`src/rtl/assert_macros.svh`:
```
// ----------------------------------------------------------------------------
// Assertion macros
// Shared concurrent assertion forms for the sorted list block.
// ----------------------------------------------------------------------------
`ifndef ASSERT_MACROS_SVH
`define ASSERT_MACROS_SVH

// Property must hold at every clock edge outside reset.
`define AST_HOLDS(label, clk, rst, prop) \
   label: assert property (@(posedge clk) disable iff (rst) (prop)) \
      else $error("assertion failed: property violated");

// Expression must never be true at a clock edge outside reset.
`define AST_NEVER(label, clk, rst, expr) \
   label: assert property (@(posedge clk) disable iff (rst) !(expr)) \
      else $error("assertion failed: forbidden condition seen");

`endif

```
`src/rtl/sli_pkg.sv`:
```
// ----------------------------------------------------------------------------
// Sorted list package
// Types and codes shared by the sorted list controller, datapath and top.
// ----------------------------------------------------------------------------
package sli_pkg;

   localparam int KEY_W    = 32;
   localparam int POS_W    = 5;
   localparam int CNT_W    = 6;
   localparam int STATUS_W = 2;

   localparam logic MODE_INSERT = 1'b0;
   localparam logic MODE_REMOVE = 1'b1;

   typedef enum logic [STATUS_W-1:0] {
      STATUS_DONE      = 2'd0,
      STATUS_FULL      = 2'd1,
      STATUS_NOT_FOUND = 2'd2
   } status_type;

   typedef enum logic {
      ST_IDLE,
      ST_UPDATE
   } state_type;

   typedef struct packed {
      logic capture;
      logic commit;
   } sli_cmd_type;

endpackage

```
`src/rtl/sorted_list_insert_remove.sv`:
```
// ----------------------------------------------------------------------------
// Sorted list with insert and remove
// Keeps up to CAPACITY signed keys in ascending order.
//
// req channel: req_mode selects insert (0) or remove (1) of req_value. A
// transfer happens when req_valid is high and req_stall is low.
// rsp channel: one result per request with status, position, count and the
// empty and full flags as they stand after the request.
// Each request is captured in the accept cycle, which compares the key against
// every held entry in parallel; in the update state the entry cells shift in
// place and the result register loads once it is free. A new request is
// taken only after the previous one commits, so requests never overlap.
// rsp_valid is registered and rises after the commit. While a result is
// stalled the next request is still accepted and compared; its commit waits
// until the result register is free.
// Reset empties the list and drops any pending result; no clearing pass.
// ----------------------------------------------------------------------------
`include "assert_macros.svh"

module sorted_list_insert_remove
   import sli_pkg::*;
#(
   parameter int CAPACITY = 32
)
(
   input  logic                       clock,
   input  logic                       reset,
   input  logic                       req_valid,
   output logic                       req_stall,
   input  logic                       req_mode,
   input  logic signed [KEY_W-1:0]    req_value,
   output logic                       rsp_valid,
   input  logic                       rsp_stall,
   output logic        [STATUS_W-1:0] rsp_status,
   output logic        [POS_W-1:0]    rsp_position,
   output logic        [CNT_W-1:0]    rsp_count,
   output logic                       rsp_is_empty,
   output logic                       rsp_is_full
);

   sli_cmd_type cmd;

   sli_ctrl u_ctrl (
      .clock     (clock),
      .reset     (reset),
      .req_valid (req_valid),
      .req_stall (req_stall),
      .rsp_valid (rsp_valid),
      .rsp_stall (rsp_stall),
      .cmd       (cmd)
   );

   sli_dp #(
      .CAPACITY (CAPACITY)
   ) u_dp (
      .clock        (clock),
      .reset        (reset),
      .cmd          (cmd),
      .req_mode     (req_mode),
      .req_value    (req_value),
      .rsp_status   (rsp_status),
      .rsp_position (rsp_position),
      .rsp_count    (rsp_count),
      .rsp_is_empty (rsp_is_empty),
      .rsp_is_full  (rsp_is_full)
   );

   `AST_NEVER(a_commit_over_stall, clock, reset, cmd.commit && rsp_valid && rsp_stall)
   `AST_NEVER(a_capture_commit, clock, reset, cmd.capture && cmd.commit)
   `AST_HOLDS(a_capture_blocks, clock, reset, cmd.capture |=> req_stall)
   `AST_NEVER(a_empty_and_full, clock, reset, rsp_valid && rsp_is_empty && rsp_is_full)
   `AST_NEVER(a_fail_position, clock, reset, rsp_valid && rsp_status != STATUS_DONE && |rsp_position)

endmodule

```
`src/rtl/sli_ctrl.sv`:
```
// ----------------------------------------------------------------------------
// Sorted list controller
// Sequences capture and commit of one request and owns the result valid.
// ----------------------------------------------------------------------------
module sli_ctrl
   import sli_pkg::*;
(
   input  logic        clock,
   input  logic        reset,
   input  logic        req_valid,
   output logic        req_stall,
   output logic        rsp_valid,
   input  logic        rsp_stall,
   output sli_cmd_type cmd
);

   state_type state_ff;
   state_type state_in;
   logic      rsp_valid_ff;
   logic      rsp_valid_in;
   logic      out_free;

   assign out_free = !rsp_valid_ff || !rsp_stall;

   always_comb begin
      state_in = state_ff;
      case (state_ff)
         ST_IDLE: begin
            if (req_valid) begin
               state_in = ST_UPDATE;
            end
         end
         ST_UPDATE: begin
            if (out_free) begin
               state_in = ST_IDLE;
            end
         end
         default: begin
            state_in = ST_IDLE;
         end
      endcase
   end

   always_comb begin
      cmd.capture = 1'b0;
      cmd.commit  = 1'b0;
      req_stall   = 1'b1;
      case (state_ff)
         ST_IDLE: begin
            req_stall   = 1'b0;
            cmd.capture = req_valid;
         end
         ST_UPDATE: begin
            cmd.commit = out_free;
         end
         default: begin
            req_stall = 1'b1;
         end
      endcase
   end

   always_comb begin
      if (cmd.commit) begin
         rsp_valid_in = 1'b1;
      end else begin
         rsp_valid_in = rsp_valid_ff && rsp_stall;
      end
   end

   always_ff @(posedge clock) begin
      if (reset) begin
         state_ff     <= ST_IDLE;
         rsp_valid_ff <= 1'b0;
      end else begin
         state_ff     <= state_in;
         rsp_valid_ff <= rsp_valid_in;
      end
   end

   assign rsp_valid = rsp_valid_ff;

endmodule

```
`src/rtl/sli_dp.sv`:
```
// ----------------------------------------------------------------------------
// Sorted list datapath
// Entry cells with parallel compare, in-place shift and the result register.
// ----------------------------------------------------------------------------
module sli_dp
   import sli_pkg::*;
#(
   parameter int CAPACITY = 32
)
(
   input  logic                       clock,
   input  logic                       reset,
   input  sli_cmd_type                cmd,
   input  logic                       req_mode,
   input  logic signed [KEY_W-1:0]    req_value,
   output logic        [STATUS_W-1:0] rsp_status,
   output logic        [POS_W-1:0]    rsp_position,
   output logic        [CNT_W-1:0]    rsp_count,
   output logic                       rsp_is_empty,
   output logic                       rsp_is_full
);

   localparam int CW = $clog2(CAPACITY + 1);
   localparam int IW = $clog2(CAPACITY);

   logic signed [KEY_W-1:0] entry_ff [CAPACITY];
   logic signed [KEY_W-1:0] entry_in [CAPACITY];
   logic [CW-1:0]           count_ff;
   logic [CW-1:0]           count_in;
   logic [CAPACITY-1:0]     lt_ff;
   logic [CAPACITY-1:0]     lt_in;
   logic [CAPACITY-1:0]     eq_ff;
   logic [CAPACITY-1:0]     eq_in;
   logic signed [KEY_W-1:0] key_ff;
   logic                    mode_ff;

   logic [CAPACITY-1:0]     first;
   logic [IW-1:0]           pos;
   logic                    found;
   logic                    full;
   logic                    do_ins;
   logic                    do_rem;
   status_type              status;

   logic [STATUS_W-1:0]     rsp_status_ff;
   logic [POS_W-1:0]        rsp_position_ff;
   logic [CNT_W-1:0]        rsp_count_ff;
   logic                    rsp_is_empty_ff;
   logic                    rsp_is_full_ff;

   always_comb begin
      for (int i = 0; i < CAPACITY; i++) begin
         lt_in[i] = (count_ff > CW'(i)) && (entry_ff[i] < req_value);
         eq_in[i] = (count_ff > CW'(i)) && (entry_ff[i] == req_value);
      end
   end

   always_ff @(posedge clock) begin
      if (cmd.capture) begin
         lt_ff   <= lt_in;
         eq_ff   <= eq_in;
         key_ff  <= req_value;
         mode_ff <= req_mode;
      end
   end

   assign first[0] = !lt_ff[0];
   for (genvar j = 1; j < CAPACITY; j++) begin : g_first
      assign first[j] = !lt_ff[j] && lt_ff[j-1];
   end

   always_comb begin
      pos = '0;
      for (int j = 0; j < CAPACITY; j++) begin
         pos = pos | (first[j] ? IW'(j) : IW'(0));
      end
   end

   assign found  = |(first & eq_ff);
   assign full   = (count_ff == CW'(CAPACITY));
   assign do_ins = (mode_ff == MODE_INSERT) && !full;
   assign do_rem = (mode_ff == MODE_REMOVE) && found;

   always_comb begin
      if (mode_ff == MODE_INSERT) begin
         status = full ? STATUS_FULL : STATUS_DONE;
      end else begin
         status = found ? STATUS_DONE : STATUS_NOT_FOUND;
      end
   end

   always_comb begin
      if (do_ins) begin
         count_in = count_ff + CW'(1);
      end else if (do_rem) begin
         count_in = count_ff - CW'(1);
      end else begin
         count_in = count_ff;
      end
   end

   for (genvar j = 0; j < CAPACITY; j++) begin : g_cell
      always_comb begin
         entry_in[j] = entry_ff[j];
         if (do_ins && !lt_ff[j]) begin
            if (first[j]) begin
               entry_in[j] = key_ff;
            end else begin
               entry_in[j] = entry_ff[(j > 0) ? j - 1 : 0];
            end
         end else if (do_rem && !lt_ff[j] && (j < CAPACITY - 1)) begin
            entry_in[j] = entry_ff[(j < CAPACITY - 1) ? j + 1 : j];
         end
      end

      always_ff @(posedge clock) begin
         if (cmd.commit) begin
            entry_ff[j] <= entry_in[j];
         end
      end
   end

   always_ff @(posedge clock) begin
      if (reset) begin
         count_ff <= '0;
      end else if (cmd.commit) begin
         count_ff <= count_in;
      end
   end

   always_ff @(posedge clock) begin
      if (cmd.commit) begin
         rsp_status_ff   <= status;
         rsp_position_ff <= (do_ins || do_rem) ? POS_W'(pos) : '0;
         rsp_count_ff    <= CNT_W'(count_in);
         rsp_is_empty_ff <= (count_in == '0);
         rsp_is_full_ff  <= (count_in == CW'(CAPACITY));
      end
   end

   assign rsp_status   = rsp_status_ff;
   assign rsp_position = rsp_position_ff;
   assign rsp_count    = rsp_count_ff;
   assign rsp_is_empty = rsp_is_empty_ff;
   assign rsp_is_full  = rsp_is_full_ff;

endmodule

```
`config.mk`:
```
export PLATFORM = sky130hd
export DESIGN_NAME = sorted_list_insert_remove
export DESIGN_NICKNAME = d
export VERILOG_FILES = /design/src/rtl/sli_pkg.sv /design/src/rtl/sorted_list_insert_remove.sv /design/src/rtl/sli_ctrl.sv /design/src/rtl/sli_dp.sv
export VERILOG_INCLUDE_DIRS = /design/src /design/src/rtl
export SDC_FILE = /design/constraint.sdc
export NUM_CORES = 2
export LEC_CHECK = 0
export BUFFER_PORTS_ARGS = -buffer_cell sky130_fd_sc_hd__buf_2
export CAP_MARGIN = 20
export CORE_MARGIN = 3
export CORE_UTILIZATION = 45
export CTS_CLUSTER_SIZE = 8
export DETAILED_ROUTE_END_ITERATION = 8
export GPL_TIMING_DRIVEN = 0
export PLACE_DENSITY = 0.56
export SYNTH_ARGS = -nofsm -noshare
export SYNTH_HDL_FRONTEND = slang
export SYNTH_HIERARCHICAL = 1
export SYNTH_SLANG_ARGS = --single-unit
```
`constraint.sdc`:
```
create_clock -name clock -period 10.7 [get_ports clock]
set_input_delay 2.14 -clock clock [delete_from_list [all_inputs] [get_ports clock]]
set_output_delay 2.14 -clock clock [all_outputs]
set_load 0.005 [all_outputs]
```
=== Word level (Yosys, flattened, before mapping) ===
Memory sizes are Yosys's and may differ from the RTL's.
Cells that the tools add are included.

* Magnitude comparators: 64
* Multiplexer cells: 140
* $add $sub $neg: 2
* Bitwise gates (word level): 33
* Equality and inequality tests: 34
* Reduce and logical (&&, ||, !) cells: 200

{| class="wikitable"
|+ Operator list
! operator !! number
|-
| 32-bit 2-to-1 mux || 95
|-
| 32-bit == test || 32
|-
| 32-bit less-than comparator || 32
|-
| 1-bit logical AND || 161
|-
| 5-bit bitwise OR || 30
|-
| 6-bit by 5-bit > comparator with 1-bit output, second input constant || 16
|-
| 5-bit 2-to-1 mux || 16
|-
| 6-bit by 4-bit > comparator with 1-bit output, second input constant || 8
|-
| 1-bit zero test || 35
|-
| 32-bit AND || 1
|-
| 4-bit 2-to-1 mux || 8
|-
| 32-bit OR reduction || 1
|-
| 6-bit by 3-bit > comparator with 1-bit output, second input constant || 4
|-
| 6-bit == test, second input constant || 2
|-
| 6-bit by 1-bit > comparator with 1-bit output, second input constant || 2
|-
| 6-bit by 2-bit > comparator with 1-bit output, second input constant || 2
|-
| 3-bit 2-to-1 mux || 4
|-
| 6-bit 2-to-1 mux || 2
|-
| 1-bit 2-to-1 mux || 10
|-
| 2-bit 2-to-1 mux || 4
|-
| 6-bit by 1-bit adder with 6-bit output, second input constant || 1
|-
| 6-bit zero test || 1
|-
| 6-bit by 1-bit subtractor with 6-bit output, second input constant || 1
|-
| 1-bit logical OR || 2
|-
| other kinds (2) || 3
|}

* Output and inout bits: 17
* Flip-flop bits (word level): 120
* Word-level logic and storage cells: 486
* Bits in writable memories: 1024
* Input bits: 37
* Memories: 1

{| class="wikitable"
|+ Memory list
! memory !! depth !! bits a word !! read ports !! clocked after Yosys merged registers in !! wr ports !! line !! text
|-
| u_dp.entry_ff || 32 || 32 || 32 || 0 || 32 || sli_dp.sv:26 || <nowiki>logic signed [KEY_W-1:0] entry_ff [CAPACITY];</nowiki>
|}

=== Depth between registers and ports, before layout ===
* Depth after elaboration: 33
* Gate-level depth with buffers: 11
* Mapped depth without buffers: 10

=== Modules after synthesis ===
The synthesis kept the hierarchy.

{| class="wikitable"
|+ By module, submodules not included
! module !! seq. area each (um^2) !! cells each !! area each (um^2) !! times used
|-
| sli_dp || 34232.8 || 7509 || 78930.7 || 1
|-
| sli_ctrl || 40.0 || 9 || 92.6 || 1
|}

=== Least setup slack after synthesis ===
OpenSTA, ideal clock, no wires.

* Path type: in2reg
* Start: in rsp_stall
* End: mem u_dp.entry_ff[31][0], enable pin
* Library setup time: 461 ps
* Required time: 10239 ps
* Path slack: 4607 ps
* Cell stages on the path: 4
* Arrival: 5632 ps
* Buffers on the path: 1
* Path through: a21boi_1 clkbuf_1 inv_1 nor3_1

{| class="wikitable"
|+ RTL lines
! item !! line !! text
|-
| start, declared || sorted_list_insert_remove.sv:33 || <nowiki>input logic rsp_stall,</nowiki>
|-
| end, declared || sli_dp.sv:26 ||
|}

==> metrics <==
status=finished clean; commonest non-fill, non-tap cell in the layout=a21oi_1; Setup TNS=0 ps; Clock Path Buffers=3; Detailed Place HPWL=~250000 um; vias in the first global route=between 60k and 70k; final RePlAce weighted congestion=0.952; sequential share of the synthesized area=0.434; VDD IR max=about 0.00017 V; Avg Cell Area, Syn=between 10 and 15 sq um; CP max FO=32; share of cells above drive strength 1=0.0645; skew final=between 20 and 30 ps; YS warnings=6; routed wire length=around 320000 um; Total Die Area=~180000 sq um; pre-CTS setup slack=about 4500 ps; CTS tree=done; post_cts resized=0; hold_buf cts=0; first-pass GRT wire length=450000 um; period utilization=0.506; I/O Pins=54; Synth Register Bits=between 1k and 1.5k; CP arrival=between 5000 and 6000 ps; setup slack after layout=roughly 5300 ps; Syn Nets=roughly 8.6k; EDFF count, synth=1136; Initial DRC Count=between 8k and 9k; Post-CTS Setup Inserts=0; CTS Buf Count=162; DRC=0; CP Capture Type=register; Async SR Flop Fraction=0; drt pass-1 iters=7; minimum clock period=approximately 5400 ps; Starting Density=0.454; root buffer cell=clkbuf_16; most frequent cells in the layout=1226 x a21oi_1, 1173 x nor2_1, 1136 x edfxtp_1; Setup Crit Path Kind=in -> reg; Post-synth top flop=edfxtp_1; Area Overhead vs Synth=11.8%; I/O Buffers=between 50 and 60; max-slew violation count=0; GR Overflow Total=0; nets@finish=8879; pin count of the biggest net entering global routing=71; Reg clk slew, reported paths=50 ps; post-synth cell types=70; Max-slew headroom=0.145; initial antenna violation count=2; RSZ-0062 raised after global routing=no; mapped cell area=~79000 sq um; Die W=roughly 430 um; Fmax achieved=between 150 and 200 MHz; Max Cap Viol=0; Fin. Hold Viols=0; Worst-Skew Late Latency=800 ps; CP startpoint kind=primary input; Critical Path RT=around 11000 ps; post-synthesis cell count=approximately 7.5k; CTS sink cnt=roughly 1.1k; Setup Viol. Count Final=0; P_leak=about 0.038 uW; core area=174000 sq um; Die Ht=425 um; Via density=~6.5; Layout Utilization=0.507; ANT nets after route=0; DR WL/cell=between 30 and 40 um; num rows=roughly 150; HP Class=reg -> reg; P per Cell Area=around 140 nW/um^2; via count=66.1k; H-tree Lvls=4; Worst Max-Slew Pin Slew=about 1300 ps; GRT Overall Usage=0.343
## synthesized netlist by cell type (13+ instances only)
cell type,instances,share of area
a211oi_1,39,0.0037
a21o_1,264,0.025
a21oi_1,1226,0.078
a31oi_1,13,0.0010
and3_1,37,0.0029
and4_1,18,0.0020
clkbuf_1,403,0.019
edfxtp_1,1136,0.43
ha_1,1028,0.16
inv_1,90,0.0043
mux2_2,79,0.011
mux2i_1,968,0.12
nand2_1,95,0.0045
nand2b_1,67,0.0053
nand3_1,77,0.0049
nand3b_1,23,0.0022
nand4_1,182,0.014
nor2_1,1204,0.057
nor2b_1,90,0.0071
nor3_1,49,0.0031
nor4_1,26,0.0021
o211ai_1,13,0.0012
o21a_1,42,0.0040
o21ai_0,164,0.010
or2_2,21,0.0017
## registers in the layout (all words and copies together) (netlist names), 2 cells and up
register and cells:
u_dp/eq_ff 32, u_dp/key_ff 32, u_dp/count_ff 6, u_dp/rsp_count 6, u_dp/lt_ff 32, u_dp/entry_ff 1024
u_dp/rsp_position 5, u_dp/rsp_status 2
## final timing paths
path	from	end	slack (ps)	depth (start not counted)
setup / recovery	rsp_stall	u_dp/entry_ff[8][5]	5290	8
hold / removal	u_ctrl/rsp_valid	u_ctrl/state_ff	490	2
setup reg to reg	u_dp/lt_ff[28]	u_dp/entry_ff[25][15]	5880	11
hold reg to reg	u_ctrl/rsp_valid	u_ctrl/state_ff	490	2
## critical path: stages
cell      delay [ps]
buf_2            110
a21boi_1         590
clkbuf_1         560
inv_1            370
or2_2            370
clkbuf_1         230
buf_2            480
nor2_4           920
## stage by stage
| step | cell area (sq um) | std cells | power, uW | hold WS (ps) |
|---|---|---|---|---|
| 2_1_floorplan | 79000 | 7518 | 7010 | 481 |
| 3_3_place_gp | 82200 | 9896 | 7870 | 476 |
| 3_5_place_dp | 83900 | 9970 | 8000 | 487 |
| 4_1_cts | 88300 | 10200 | 12700 | 499 |
| 5_1_grt | 88300 | 10200 | 13200 | 520 |
| 6_report | 88400 | 10200 | 12800 | 491 |
## area by class of cell
class                           count  area, sq um
Fill cell                       16000        85900
Multi-Input combinational cell   5861        43000
Sequential cell                  1144        34300
Clock buffer                      210         4320
Tap cell                         2325         2910
Timing Repair Buffer              132         1760
Buffer                            422         1620
Inverter                           91          359
Clock inverter                      6         60.1
Antenna cell                        2         5.00
## routing by layer
layer / vias to the layer above / global-route usage / share of wire
met5: - / 0.00349 / 0.00096
met2: 3590 / 0.516 / 0.43
met1: 32800 / 0.468 / 0.41
li1: 29000 / - / -
met4: 6 / 0.166 / 0.054
met3: 731 / 0.0761 / 0.10
## cells by family (layout without fill, tap and decap cells)
kind of cell    count (synthesis)  after routing  share of synthesized area
compound gates               1833           1833                      0.131
xor+xnor                        8              8                   0.000982
fa+ha+maj                    1028           1028                      0.163
buf+inv                       513            861                     0.0246
flops                        1144           1144                      0.434
mux                          1047           1047                      0.134
other cells                     0              2                          0
simple gates                 1945           1945                      0.113
## report_power, final
| group | switching, uW | internal, uW | total, uW |
|---|---|---|---|
| Sequential | 244 | 5250 | 5500 |
| Combinational | 1650 | 867 | 2520 |
| Clock | 1980 | 2770 | 4750 |
| Total | 3880 | 8880 | 12800 |
(Power assumes the default switching activity.)
